<file path="config.mk">
export PLATFORM = sky130hd
export DESIGN_NAME = spi_adc_register_access
export DESIGN_NICKNAME = d
export VERILOG_FILES = /design/src/rtl/sarac_pkg.sv /design/src/rtl/spi_adc_register_access.sv
export SDC_FILE = /design/constraint.sdc
export NUM_CORES = 1
export LEC_CHECK = 0
export BUFFER_PORTS_ARGS = -buffer_cell sky130_fd_sc_hd__buf_2
export CAP_MARGIN = 0
export CORE_UTILIZATION = 40
export CTS_CLUSTER_DIAMETER = 80
export DETAILED_ROUTE_END_ITERATION = 10
export MAX_ROUTING_LAYER = met4
export SLEW_MARGIN = 10
export SYNTH_ARGS = -nofsm -noshare
export SYNTH_HDL_FRONTEND = slang
export SYNTH_SLANG_ARGS = --single-unit
</file>
<file path="constraint.sdc">
create_clock -name clk -period 3.3 [get_ports clk]
set_clock_uncertainty 0.15 [all_clocks]
set_input_delay 0.66 -clock clk [delete_from_list [all_inputs] [get_ports clk]]
set_output_delay 0.66 -clock clk [all_outputs]
set_load 0.03 [all_outputs]
</file>
<file path="src/rtl/sarac_pkg.sv">
package sarac_pkg;

	localparam int REG_COUNT      = 12;
	localparam int MAX_DATA_BYTES = 3;

	localparam int IDX_W   = 4;
	localparam int DATA_W  = 24;
	localparam int CNT_W   = 6;
	localparam int CMD_W   = 8;

	// input op codes
	localparam logic OP_START = 1'b0;
	localparam logic OP_TICK  = 1'b1;

	typedef enum logic [1:0] {
		ST_OK        = 2'd0,
		ST_BUSY      = 2'd1,
		ST_IDLE_TICK = 2'd2,
		ST_BAD_INDEX = 2'd3
	} status_t;

	// register address table
	function automatic logic [7:0] reg_addr(input logic [IDX_W-1:0] idx);
		logic [7:0] a;
		case (idx)
			4'd0:    a = 8'h00;
			4'd1:    a = 8'h03;
			4'd2:    a = 8'h06;
			4'd3:    a = 8'h07;
			4'd4:    a = 8'h09;
			4'd5:    a = 8'h0A;
			4'd6:    a = 8'h0C;
			4'd7:    a = 8'h0E;
			4'd8:    a = 8'h11;
			4'd9:    a = 8'h14;
			4'd10:   a = 8'h17;
			4'd11:   a = 8'h1A;
			default: a = 8'h00;
		endcase
		return a;
	endfunction

	// register size in bits
	function automatic logic [5:0] reg_bits(input logic [IDX_W-1:0] idx);
		logic [5:0] b;
		case (idx)
			4'd0, 4'd1, 4'd7, 4'd8, 4'd9, 4'd10: b = 6'd24;
			4'd3, 4'd5, 4'd6:                    b = 6'd16;
			4'd2, 4'd4, 4'd11:                   b = 6'd8;
			default:                             b = 6'd0;
		endcase
		return b;
	endfunction

	// data byte count, limited to the supported maximum
	function automatic logic [2:0] reg_bytes(input logic [IDX_W-1:0] idx);
		logic [5:0] b;
		logic [2:0] n;
		b = reg_bits(idx);
		n = b[5:3];
		if (n > 3'(MAX_DATA_BYTES))
			n = 3'(MAX_DATA_BYTES);
		return n;
	endfunction

	function automatic logic [DATA_W-1:0] byte_mask(input logic [2:0] n);
		logic [DATA_W-1:0] m;
		case (n)
			3'd0:    m = 24'h000000;
			3'd1:    m = 24'h0000FF;
			3'd2:    m = 24'h00FFFF;
			default: m = 24'hFFFFFF;
		endcase
		return m;
	endfunction

endpackage

</file>
<file path="src/rtl/spi_adc_register_access.sv">
// results are offered the cycle after acceptance; throughput: one item per
//   cycle unless out_stall holds a full result register; the access state and
//   result register update on acceptance, so a tick may follow a start at once
// reset: arst_n low clears the access state and empties the result register;
//   the result payload has no reset and is loaded by each accepted transfer
module spi_adc_register_access (
	input  logic        clk,
	input  logic        arst_n,
	// input channel
	input  logic        in_valid,
	output logic        in_stall,
	input  logic        op,
	input  logic        is_write,
	input  logic [3:0]  reg_index,
	input  logic [23:0] write_data,
	input  logic        miso,
	// result channel
	output logic        out_valid,
	input  logic        out_stall,
	output logic        cs_n,
	output logic        mosi,
	output logic        sclk_pulse,
	output logic        busy_res,
	output logic        done_res,
	output logic [23:0] read_data,
	output logic [1:0]  status
);

	// access state
	logic                           active_q;
	logic [sarac_pkg::CMD_W-1:0]    cmd_q;       // command byte, sent first
	logic [sarac_pkg::DATA_W-1:0]   wdata_q;     // masked write data
	logic [sarac_pkg::CNT_W-1:0]    bits_sent_q;
	logic [sarac_pkg::CNT_W-1:0]    bits_total_q;
	logic [sarac_pkg::DATA_W-1:0]   accum_q;
	logic                           write_mode_q;

	// result register
	logic                           out_valid_q;
	logic                           cs_n_q;
	logic                           mosi_q;
	logic                           pulse_q;
	logic                           busy_q;
	logic                           done_q;
	logic [sarac_pkg::DATA_W-1:0]   rdata_q;
	sarac_pkg::status_t             status_q;

	logic in_xfer;

	// the result register is free when empty or being drained this cycle
	assign in_stall = out_valid_q && out_stall;
	assign in_xfer  = in_valid && !in_stall;

	// start decode
	logic                           bad_index;
	logic [2:0]                     nbytes;
	logic [7:0]                     start_addr;
	logic [sarac_pkg::CMD_W-1:0]    start_cmd;

	assign bad_index  = ({1'b0, reg_index} >= 5'(sarac_pkg::REG_COUNT));
	assign nbytes     = sarac_pkg::reg_bytes(reg_index);
	assign start_addr = sarac_pkg::reg_addr(reg_index);
	// address in bits 7..1, read flag in bit 0
	assign start_cmd  = (start_addr << 1) | {7'd0, !is_write};

	// serial bit selection: command MSB-first, then data (writes) or zeros
	logic [sarac_pkg::CNT_W-1:0]    data_pos;
	logic                           tx_bit;
	logic [sarac_pkg::CNT_W-1:0]    sent_next;
	logic [sarac_pkg::DATA_W-1:0]   accum_next;
	logic                           in_data;

	assign in_data   = (bits_sent_q >= 6'd8);
	assign data_pos  = bits_total_q - 6'd1 - bits_sent_q;
	assign sent_next = bits_sent_q + 6'd1;

	always_comb begin
		if (!in_data) begin
			tx_bit = cmd_q[3'd7 - bits_sent_q[2:0]];
		end else if (!write_mode_q) begin
			tx_bit = 1'b0;
		end else if (data_pos >= 6'(sarac_pkg::DATA_W)) begin
			tx_bit = 1'b0;
		end else begin
			tx_bit = wdata_q[data_pos[4:0]];
		end
	end

	// read bits are shifted in only after the command byte
	assign accum_next = (in_data && !write_mode_q) ?
		{accum_q[sarac_pkg::DATA_W-2:0], miso} : accum_q;

	// access state update
	always_ff @(posedge clk or negedge arst_n) begin
		if (!arst_n) begin
			active_q     <= 1'b0;
			cmd_q        <= '0;
			wdata_q      <= '0;
			bits_sent_q  <= '0;
			bits_total_q <= '0;
			accum_q      <= '0;
			write_mode_q <= 1'b0;
		end else if (in_xfer) begin
			if (op == sarac_pkg::OP_START) begin
				if (!active_q && !bad_index) begin
					active_q     <= 1'b1;
					cmd_q        <= start_cmd;
					wdata_q      <= is_write ?
						(write_data & sarac_pkg::byte_mask(nbytes)) : '0;
					bits_sent_q  <= '0;
					bits_total_q <= 6'd8 + {nbytes, 3'b000};
					accum_q      <= '0;
					write_mode_q <= is_write;
				end
			end else if (active_q) begin
				bits_sent_q <= sent_next;
				accum_q     <= accum_next;
				if (sent_next >= bits_total_q)
					active_q <= 1'b0;
			end
		end
	end

	// result register
	always_ff @(posedge clk or negedge arst_n) begin
		if (!arst_n) begin
			out_valid_q <= 1'b0;
		end else if (in_xfer) begin
			out_valid_q <= 1'b1;
		end else if (!out_stall) begin
			out_valid_q <= 1'b0;
		end
	end

	// next result payload
	logic                           cs_n_d;
	logic                           mosi_d;
	logic                           pulse_d;
	logic                           busy_d;
	logic                           done_d;
	logic [sarac_pkg::DATA_W-1:0]   rdata_d;
	sarac_pkg::status_t             status_d;

	always_comb begin
		mosi_d   = 1'b0;
		pulse_d  = 1'b0;
		done_d   = 1'b0;
		rdata_d  = '0;
		status_d = sarac_pkg::ST_OK;
		cs_n_d   = !active_q;
		busy_d   = active_q;
		if (op == sarac_pkg::OP_START) begin
			if (active_q) begin
				status_d = sarac_pkg::ST_BUSY;
			end else if (bad_index) begin
				status_d = sarac_pkg::ST_BAD_INDEX;
			end else begin
				cs_n_d = 1'b0;
				busy_d = 1'b1;
			end
		end else if (!active_q) begin
			status_d = sarac_pkg::ST_IDLE_TICK;
		end else begin
			mosi_d  = tx_bit;
			pulse_d = 1'b1;
			if (sent_next >= bits_total_q) begin
				// last bit clocked: release chip select
				cs_n_d = 1'b1;
				busy_d = 1'b0;
				done_d = 1'b1;
				if (!write_mode_q)
					rdata_d = accum_next;
			end
		end
	end

	// payload of the result transfer
	always_ff @(posedge clk) begin
		if (in_xfer) begin
			cs_n_q   <= cs_n_d;
			mosi_q   <= mosi_d;
			pulse_q  <= pulse_d;
			busy_q   <= busy_d;
			done_q   <= done_d;
			rdata_q  <= rdata_d;
			status_q <= status_d;
		end
	end

	assign out_valid  = out_valid_q;
	assign cs_n       = cs_n_q;
	assign mosi       = mosi_q;
	assign sclk_pulse = pulse_q;
	assign busy_res   = busy_q;
	assign done_res   = done_q;
	assign read_data  = rdata_q;
	assign status     = status_q;

`ifndef SYNTHESIS
	// chip select and busy are always complements on a result
	a_cs_busy: assert property (@(posedge clk) disable iff (!arst_n)
		out_valid |-> (cs_n != busy_res))
		else $error("cs_n and busy_res disagree");

	// finishing an access needs a clock pulse and leaves the block idle
	a_done_pulse: assert property (@(posedge clk) disable iff (!arst_n)
		(out_valid && done_res) |-> (sclk_pulse && !busy_res))
		else $error("done without pulse or still busy");

	// a clock pulse only on a successful tick
	a_pulse_ok: assert property (@(posedge clk) disable iff (!arst_n)
		(out_valid && sclk_pulse) |-> (status == sarac_pkg::ST_OK))
		else $error("pulse with error status");

	// access state moves only on an accepted input
	a_state_hold: assert property (@(posedge clk) disable iff (!arst_n)
		!in_xfer |=> ($stable(active_q) && $stable(bits_sent_q)))
		else $error("access state changed without a transfer");

	// the result reflects the access state it left behind
	a_busy_track: assert property (@(posedge clk) disable iff (!arst_n)
		in_xfer |=> (busy_res == active_q))
		else $error("busy_res does not match access state");
`endif

endmodule
</file>
Yosys cells after proc, flatten, opt, wreduce, memory -nomap -nowiden
Memory sizes are Yosys's and may differ from the RTL's.
Index checks and enable logic that the tools add are counted.
Cells by class
  $add $sub $neg: 5
  order comparisons: 7
  eq/ne operators: 4
  multiplexer cells: 40
  bitwise gates (word level): 5
  reduce and logical (&&, ||, !) cells: 16
Operator list (number)
  24-bit 2-to-1 mux: 8
  24-bit one-hot mux with 3 select lines: 1
  24-bit AND: 1
  1-bit 2-to-1 mux: 21
  6-bit 2-to-1 mux: 3
  2-bit 2-to-1 mux: 4
  8-bit by 1-bit OR with 8-bit output: 1
  4-bit by 6-bit adder with 6-bit output, first input constant: 1
  6-bit by 1-bit adder with 6-bit output, second input constant: 1
  6-bit by 4-bit greater-or-equal comparator with 1-bit output, second input constant: 1
  6-bit by 5-bit greater-or-equal comparator with 1-bit output, second input constant: 1
  6-bit greater-or-equal comparator: 1
  5-bit by 6-bit < comparator with 1-bit output, second input constant: 1
  3-bit AND reduction: 2
  6-bit by 1-bit subtractor with 6-bit output, second input constant: 1
  6-bit subtractor: 1
  1-bit binary-select mux with 5-bit select: 1
  1-bit zero test: 5
  4-bit greater-or-equal comparator, second input constant: 1
  1-bit logical AND: 4
  3-bit by 4-bit < comparator with 1-bit output, second input constant: 1
  2-bit by 1-bit != test with 1-bit output, second input constant: 2
  2-bit AND reduction: 2
  4-bit OR reduction: 1
  other kinds (9): 11
Storage, ports and cells
  register bits: 102
  memory bits (read-only): 112
  input port bits: 35
  memories kept: 2
Memory list
  (no name shown): words 16, width 5, rd ports 1, clocked after Yosys merged registers in 0, wr ports 0, line sarac_pkg.sv:25  | case (idx)
  (no name shown): words 16, width 2, rd ports 1, clocked after Yosys merged registers in 0, wr ports 0, line sarac_pkg.sv:46  | case (idx)

Depth between registers and ports, before layout
Gate-level depths: netlist of run 1.
An unclocked memory read counts as a cell.
  depth in word-level cells: 10
  mapped depth: 10
  depth with buffers taken out: 9

Worst setup path before layout of run 1
No wires, ideal clock.
  path kind: input-to-reg
  start point: input port in_valid
  end point: register bits_total_q[4] (netlist bit)
  data arrival time: 2.591 ns
  required time: 3.025 ns
  path slack: 0.435 ns
  cell stages on the path: 4
  buffers on the path: 1
  cell sequence: a21boi_2 > nand2_1 > buf_2 > mux2_2
Between the ends
  word-level cells in the longest chain between the ends: 2
RTL lines
  start, declared: line spi_adc_register_access.sv:10  | input logic in_valid,
  1-bit logical AND: line spi_adc_register_access.sv:52  | assign in_xfer = in_valid && !in_stall;
  3-bit AND reduction (no line)
  end signal, assigned: line spi_adc_register_access.sv:111  | bits_total_q <= 6'd8 + {nbytes, 3'b000};
  end, declared: line spi_adc_register_access.sv:34  | logic [sarac_pkg::CNT_W-1:0] bits_total_q;
Every way passes these cells.
A chain may end at the register's enable or synchronous reset.

Worst setup path after layout of run 1
  start point: register bits_sent_q[1] (netlist bit)
  end point: register rdata_q, in the netlist read_data[6] (data pin)
Between the ends
  word-level cells in the longest chain between the ends: 4
  elaborated cells between the ends (all ways): 7
  classes of those cells: add/sub (1); order compare (2); mux (1); bitwise (1); reduce/logical (2)
RTL lines
  start, declared: line spi_adc_register_access.sv:33  | logic [sarac_pkg::CNT_W-1:0] bits_sent_q;
  start signal, assigned: line spi_adc_register_access.sv:116  | bits_sent_q <= sent_next;
  6-bit by 1-bit adder with 6-bit output: line spi_adc_register_access.sv:75  | assign sent_next = bits_sent_q + 6'd1;
  6-bit greater-or-equal comparator: line spi_adc_register_access.sv:166  | if (sent_next >= bits_total_q) begin
  1-bit inverter (no line)
  4-bit OR reduction (no line)
  end signal, assigned: line spi_adc_register_access.sv:185  | rdata_q <= rdata_d;
  end, declared: line spi_adc_register_access.sv:45  | logic [sarac_pkg::DATA_W-1:0] rdata_q;
Several ways; a longest one is shown, not always the timed one.

==> results of run 1 <==
## registers in the layout, summed over array words and instances (netlist names)
name,flops
accum_q,24
read_data,24
wdata_q,24
bits_sent_q,6
cmd_q,6
bits_total_q,3
status,2
active_q,1
busy_res,1
cs_n,1
done_res,1
mosi,1
out_valid,1
sclk_pulse,1
write_mode_q,1
## power groups by stage
| stage | Sequential [mW] | Combinational (mW) | Clock [mW] |
|---|---|---|---|
| floorplan | 1.62 | 0.574 | 0 |
| global placement | 1.60 | 0.802 | 0 |
| detailed placement | 1.61 | 0.823 | 0 |
| global route | 1.61 | 0.919 | 1.09 |
| CTS | 1.59 | 0.824 | 1.05 |
| finish | 1.59 | 0.812 | 1.02 |
## worst max-delay path, delay by kind of cell (launching register included)
kind	cells	cell delay, ps
DFF	1	480
AOI/OAI and AO/OA	4	790
buffers and inverters	1	170
adders and majority gates	2	570
xor gates and xnor gates	1	170
and+or+nand+nor	1	110
## synthesized netlist by cell type (all sizes together) (4+ instances only)
| cell | count |
|---|---|
| nor2b | 5 |
| dfrtp | 66 |
| clkbuf | 14 |
| nor2 | 7 |
| a22o | 24 |
| mux4 | 4 |
| buf | 14 |
| inv | 12 |
| a21oi | 33 |
| nand3 | 19 |
| mux2 | 5 |
| nand2 | 106 |
| mux2i | 8 |
| o21ai | 42 |
| edfxtp | 31 |
| ha | 12 |
## cells by family (layout without fill, tap and decap cells)
family / count (synthesis) / in the layout / share of synthesized area (%)
and+or+nand+nor: 148 / 148 / 13.7
AOI/OAI and AO/OA: 115 / 115 / 15.8
DFF: 97 / 97 / 56.5
buffers and inverters: 40 / 107 / 4.29
muxes: 17 / 17 / 5.20
adders and majority gates: 13 / 13 / 3.72
xor gates and xnor gates: 4 / 4 / 0.766
## worst max-delay path by stage
stage / startpoint / to / slack [ps] / cells after the start
final: bits_sent_q[1] / read_data[6] / 690 / 9
after global routing: bits_sent_q[1] / read_data[6] / 490 / 9
after CTS: bits_sent_q[1] / read_data[6] / 690 / 9
after detailed placement: reg_index[0] / wdata_q[15] / 650 / 9
after global placement: reg_index[0] / wdata_q[13] / 710 / 9
after floorplan: in_valid / bits_total_q[4] / 430 / 4
## metrics by stage
step	total power [mW]	cells	worst slack (ps)
global route	3.63	641	492
global placement	2.40	625	707
detailed placement	2.43	625	649
floorplan	2.19	434	435
finish	3.42	641	686
CTS	3.46	641	686
## layout make-up
cell class              count  area, sq um  area share, %
clock buffers               9          225           4.22
clock inverters             7         70.1           1.31
inverters                  12         45.0          0.843
multi-input cells         297         1810           33.8
flip-flops and latches     97         2580           48.3
well taps                 140          175           3.28
repair buffers             79          438           8.20
## metal layers
| layer | wire [um] | GRT usage [%] | vias to the layer above |
|---|---|---|---|
| met2 | 4400 | 26.7 | 62 |
| met4 | 105 | 5.02 | 0 |
| met5 | 0 | - | - |
| met3 | 316 | 4.00 | 11 |
| li1 | - | - | 1645 |
| met1 | 4280 | 22.5 | 1566 |
==> metrics.md, run 1 <==
| Metric | Value |
|---|---|
| Routability cong. | `0.829` |
| Htree depth | `3` |
| Most frequent CP cell | `ha_1` |
| Ys async rst share | `68.0%` |
| Most frequent cells in the layout | `nand2_1 (105), buf_2 (67), dfrtp_1 (66)` |
| Final instance area | `5340 sq um` |
| PostCTS Resize Cnt | `0` |
| Total track usage | `around 17%` |
| Via density per instance | `5.12` |
| Reg-to-Reg Start | `bits_sent_q[1]` |
| Synthesis Warnings | `0` |
| Worst EP arrival | `2630 ps` |
| Synth area leaders | `dfrtp_1 (36%), edfxtp_1 (20%), nand2_1 (8.7%), a22o_1 (4.6%), o21ai_0 (4.3%)` |
| Pwr dens | `640 nW/um^2` |
| Crit-path cells | `ha_1 -> nand3_1 -> xnor2_1 -> ha_1 -> a21boi_1 -> o21ai_1 -> a211o_1 -> buf_12 -> a21oi_1` |
| CP max stage cell | `dfrtp_1` |
| Pre-antenna DRT Iters | `7` |
| Mapped Cells | `around 430` |
| Hold Crit Class | `in2async` |
| Commonest non-fill, non-tap cell in the layout | `nand2_1` |
| Worst hold margin | `89.7 ps` |
| R2r setup slk | `slightly below 700 ps` |
| Logic pwr share | `between 20% and 30%` |
| Rel. slew slack | `approximately a third` |
| Clock power frac | `between 20 and 30%` |
| Max-slew violations | `0` |
| Share of cells above drive strength 1 | `between 20% and 30%` |
| Placed cell area | `about 5000 sq um` |
| Crit share post-route | `79.2%` |
| Antenna violations before repair | `0` |
| Site row count | `38` |
| TritonCTS Buffers | `9` |
| Mapped Nets | `482` |
| Die width | `~110 um` |
| Clock tree buffer depth | `2` |
| Worst Path Max Fanout | `24` |
| First-pass GRT wire length | `15,500 um` |
| Clock-pin slew on the worst setup and hold paths | `~70 ps` |
| Placed wire-length estimate | `6260 um` |
| # diodes | `0` |
| RR Endpoint | `read_data[6]` |
| Drt drc | `0` |
| Worst IR Drop VDD | `about 0.27 mV` |
| Initial Util | `41.6%` |
| Core Region | `11,000 sq um` |
| Starting DRT DRC Count | `137` |
| Worst skew pair latency | `340 ps` |
| DIE AREA | `11,900 sq um` |
| Post-synth EDFFs | `31` |
| Seq pwr share | `between 40% and 50%` |
| Yosys reg bits | `97` |
| GRT overflow | `0` |
| Max cap viols | `0` |
| Die Y | `109 um` |
| Util after Layout | `between 40% and 50%` |
| Synth Area per Inst | `approximately 11 sq um` |
| Clock root buffer | `clkbuf_16` |
| Mapped Area | `4570 sq um` |
| Synth-to-layout area growth | `16.8%` |
| FILL cells | `1,016` |
| Sw Share | `32.2%` |
| DRT antenna net count | `0` |
| Seq/Total Area, Yosys | `56.5%` |
| Setup TNS | `0 ps` |
| R2R cell count | `9` |
| Startpoint Class | `register` |
| CTS tree | `done` |
| Main flop type after synthesis | `dfrtp_1` |
| Clock sink total | `97` |
| Net switching power | `1.10 mW` |
| Via count | `3,284` |
| Outcome | `finished clean` |
| RSZ-0062 raised after global routing | `no` |
| CP Class | `reg2reg` |
| Leak | `2.33 nW` |
| Final Hold Fails | `0` |
| Largest net degree at the start of global routing | `50` |
| Largest stage delay, worst path | `approximately 480 ps` |
| Per-cell routed wire length | `roughly 14 um` |
| Vias in the first global route | `3,181` |
| Max Freq | `between 300 and 400 MHz` |
| Post-CTS Setup Bufs | `0` |
| Final wirelength | `9100 um` |
| Synth area leader | `dfrtp_1` |
| I/O Pins | `slightly below 70` |
| Setup violations, final | `0` |
| Pint | `approximately 2.3 mW` |
| Critical path capture point type | `register` |
| Worst-Margin Slew | `1000 ps` |
| Synth top area share | `36.1%` |
| Tmin final | `2610 ps` |
| Count of cell types in the netlist | `49` |
| CTS Hold Bufs | `0` |
| Req. time, crit path | `3320 ps` |
| I/O Buffers | `67` |
| Nets | `around 540` |
Power figures use the tool's default switching activity.
==> inputs of run 2 (changes only) <==
--- a/config.mk
+++ b/config.mk
@@ -5,6 +5,7 @@
 export SDC_FILE = /design/constraint.sdc
 export NUM_CORES = 1
 export LEC_CHECK = 0
+export ABC_AREA = 1
 export BUFFER_PORTS_ARGS = -buffer_cell sky130_fd_sc_hd__buf_2
 export CAP_MARGIN = 0
 export CORE_UTILIZATION = 40
==> constraint.sdc (replaced) <==
create_clock -name clk -period 2.4 [get_ports clk]
set_clock_uncertainty 0.15 [all_clocks]
set_input_delay 0.48 -clock clk [delete_from_list [all_inputs] [get_ports clk]]
set_output_delay 0.48 -clock clk [all_outputs]
set_load 0.03 [all_outputs]
==> metrics.md, run 2 <==
| Metric | Value |
|---|---|
| Outcome | `finished, violations left` |
| Failing checks | `DRC, hold timing, setup timing` |
| Startpoint Class | `register` |
| Per-cell routed wire length | `13.3 um (-6.6%)` |
| Via count | `3,691 (+12%)` |
| Mapped Area | `4770 sq um (+4.3%)` |
| Synthesis Warnings | `0 (unchanged)` |
| Leak | `2.78 nW (+19%)` |
| Worst EP arrival | `2510 ps (-120 ps)` |
| Clock-pin slew on the worst setup and hold paths | `70 ps (about the same)` |
| GRT overflow | `0 (unchanged)` |
| Drt drc | `12 (+12)` |
| Total Power | `6.65 mW (+95%)` |
| TritonCTS Buffers | `9 (unchanged)` |
| DIE AREA | `12,400 sq um (+4.2%)` |
| Starting DRT DRC Count | `150 (+9.5%)` |
| Pwr dens | `1130 nW/um^2 (+77%)` |
| Worst IR Drop VDD | `0.419 mV (+56%)` |
| Initial Util | `41.4% (-0.21 points)` |
| Synth Area per Inst | `9.25 sq um (-12%)` |
| Post-synth EDFFs | `31 (unchanged)` |
| Pre-antenna DRT Iters | `8 (+1)` |
| Synth area leader | `dfrtp_1` |
| Req. time, crit path | `2340 ps (-980 ps)` |
| Max cap viols | `0 (unchanged)` |
| Critical path capture point type | `register` |
| Setup violations, final | `27 (+27)` |
| Site row count | `39 (+2.6%)` |
| Vias in the first global route | `3,644 (+15%)` |
| Largest stage delay, worst path | `420 ps (-60 ps)` |
| Worst skew pair latency | `340 ps (about the same)` |
| Worst Path Max Fanout | `6 (-75%)` |
| Main flop type after synthesis | `dfrtp_1` |
| Tmin final | `2560 ps (-53.2 ps)` |
| Yosys reg bits | `97 (unchanged)` |
| Mapped Cells | `516 (+19%)` |
| Synth area leaders | `dfrtp_1 (35%), edfxtp_1 (20%), nand2_1 (10%), inv_1 (4.5%), o21ai_0 (3.9%)` |
| FILL cells | `1,078 (+6.1%)` |
| Placed wire-length estimate | `6350 um (+1.5%)` |
| Routability cong. | `0.844 (+1.8%)` |
| # diodes | `0 (unchanged)` |
| RSZ-0062 raised after global routing | `yes` |
| Clock sink total | `97 (unchanged)` |
| Clock tree buffer depth | `2 (unchanged)` |
| Core Region | `11,500 sq um (+4.9%)` |
| I/O Buffers | `67 (unchanged)` |
| Crit share post-route | `107% (+27 points)` |
| Crit-path cells | `ha_4 -> nand2_4 -> clkinv_4 -> nand2_2 -> xor2_2 -> inv_2 -> ha_4 -> nand2_4 -> nor2_4 -> a211oi_2 -> nand2_2 -> inv_2 -> nor2_4 -> buf_12 -> nand2_8 -> nor2_1` |
| CP Class | `reg2reg` |
| Max-slew violations | `0 (unchanged)` |
| Htree depth | `3 (unchanged)` |
| CP max stage cell | `dfrtp_1` |
| Worst hold margin | `-4.31 ps (-94.0 ps)` |
| DRT antenna net count | `0 (unchanged)` |
| Worst-Margin Slew | `539 ps (-464 ps)` |
| Final Hold Fails | `2 (+2)` |
| Most frequent cells in the layout | `nand2_1 (124), buf_2 (67), dfrtp_1 (66)` |
| Rel. slew slack | `64.0% (+31 points)` |
| Synth top area share | `34.6% (-1.5 points)` |
| Commonest cells post-synth | `nand2_1 (127), dfrtp_1 (66), inv_1 (57)` |
| First-pass GRT wire length | `17,200 um (+11%)` |
| Largest net degree at the start of global routing | `67 (+34%)` |
| Commonest non-fill, non-tap cell in the layout | `nand2_1` |
| Max Freq | `390 MHz (+2.1%)` |
| I/O Pins | `68 (unchanged)` |
| Antenna violations before repair | `0 (unchanged)` |
| Top-count cell post-synth | `nand2_1` |
| Die width | `111 um (+2.1%)` |
| Total track usage | `17.7% (+0.50 points)` |
| Count of cell types in the netlist | `37 (-24%)` |
| Seq/Total Area, Yosys | `54.1% (-2.3 points)` |
| Final wirelength | `9970 um (+9.6%)` |
| Mapped Nets | `564 (+17%)` |
| Nets | `652 (+20%)` |
| Synth-to-layout area growth | `23.0%` |
| Via density per instance | `4.91 (-4.2%)` |
| Hold Crit Class | `in2async` |
| Share of cells above drive strength 1 | `30.0% (+8.3 points)` |
| Final worst setup slack | `-161 ps (-847 ps)` |
| CTS tree | `done` |
| Die Y | `111 um (+2.1%)` |
| Clock root buffer | `clkbuf_16` |
| Util after Layout | `51.0% (+2.3 points)` |
| Ys async rst share | `68.0% (unchanged)` |
## run 2: cell types whose count changed after synthesis, moves of 6 or more
| cell | before | now |
|---|---|---|
| o22ai_1 | 1 | 27 |
| mux2i_1 | 8 | 0 |
| nor2_1 | 5 | 38 |
| o21ai_1 | 2 | 16 |
| nand2_1 | 106 | 127 |
| inv_2 | 0 | 8 |
| inv_1 | 12 | 57 |
| a22o_1 | 24 | 0 |
| o21ai_2 | 1 | 12 |
| nor2_2 | 2 | 8 |
| buf_6 | 3 | 14 |
| a21oi_1 | 33 | 8 |
| clkbuf_1 | 14 | 1 |
## run 2: logic make-up (layout without fill, tap and decap cells)
family / count (synthesis) / count (layout) / share of synthesized area, %
and+or+nand+nor: 202 / 204 / 18.2
DFF: 97 / 97 / 54.1
xor gates and xnor gates: 3 / 3 / 0.551
adders and majority gates: 13 / 13 / 3.57
buffers and inverters: 92 / 183 / 9.78
AOI/OAI and AO/OA: 109 / 109 / 13.8
## run 2: timing repair
item	CTS	global route
buffers inserted	9	3
pin swaps	1	4
gates resized for setup	15	23
hold buffers	0	0
setup endpoints to repair	25	27
gates cloned	2	0
## run 2: final cells by class
| cell class | instances | area, sq um | share of cell area (%) |
|---|---|---|---|
| Inverter | 68 | 265 | 4.52 |
| Clock buffer | 10 | 229 | 3.90 |
| Timing Repair Buffer | 99 | 628 | 10.7 |
| Sequential cell | 97 | 2580 | 44.0 |
| Clock inverter | 6 | 67.6 | 1.15 |
| Multi-Input combinational cell | 329 | 1920 | 32.7 |
| Tap cell | 143 | 179 | 3.05 |
## run 2: report_power, final
| group | internal (mW) | total (mW) | switching (mW) |
|---|---|---|---|
| clock | 0.812 | 1.44 | 0.623 |
| combinational | 1.09 | 2.76 | 1.67 |
| sequential | 2.19 | 2.46 | 0.266 |
| total | 4.09 | 6.65 | 2.56 |
## run 2: layer usage
| layer | up-vias | GRT usage (%) | wire length [um] |
|---|---|---|---|
| met1 | 1712 | 22.6 | 4540 |
| met2 | 92 | 28.5 | 4860 |
| met5 | - | - | 0 |
| met3 | 21 | 2.84 | 362 |
| met4 | 0 | 6.85 | 208 |
| li1 | 1866 | - | - |
## run 2: path summary, 6_finish.rpt
kind / startpoint / endpoint / slack (ps) / cells past startpoint
min in group clk: in_valid / out_valid / 220 / 3
worst min register to register: wdata_q[15] / wdata_q[15] / 330 / 2
worst max register to register: bits_sent_q[1] / read_data[17] / -160 / 16
worst min-delay path: arst_n / wdata_q[12] / -4 / 2
max in group asynchronous: arst_n / accum_q[12] / 1810 / 2
worst max-delay path: bits_sent_q[1] / read_data[17] / -160 / 16
## run 2: critical path, delay by kind of cell, from the launching register on
| kind | cells | cell delay [ps] |
|---|---|---|
| DFF | 1 | 420 |
| adders and majority gates | 2 | 410 |
| AOI/OAI and AO/OA | 1 | 190 |
| and+or+nand+nor | 8 | 570 |
| buffers and inverters | 4 | 350 |
| xor gates and xnor gates | 1 | 200 |
## run 2: through the flow
stage               cell area [sq um]  setup WS (ps)  TNS, ps  instances  hold WS, ps
finish                           5870           -161    -3390        752        -4.31
global route                     5870           -286    -6970        752         16.1
CTS                              5750          -32.1     -352        750         17.1
detailed placement               5280           -177    -3980        723          320
global placement                 5280          -99.1    -2200        723          311
floorplan                        4790          0.645        0        516         34.4
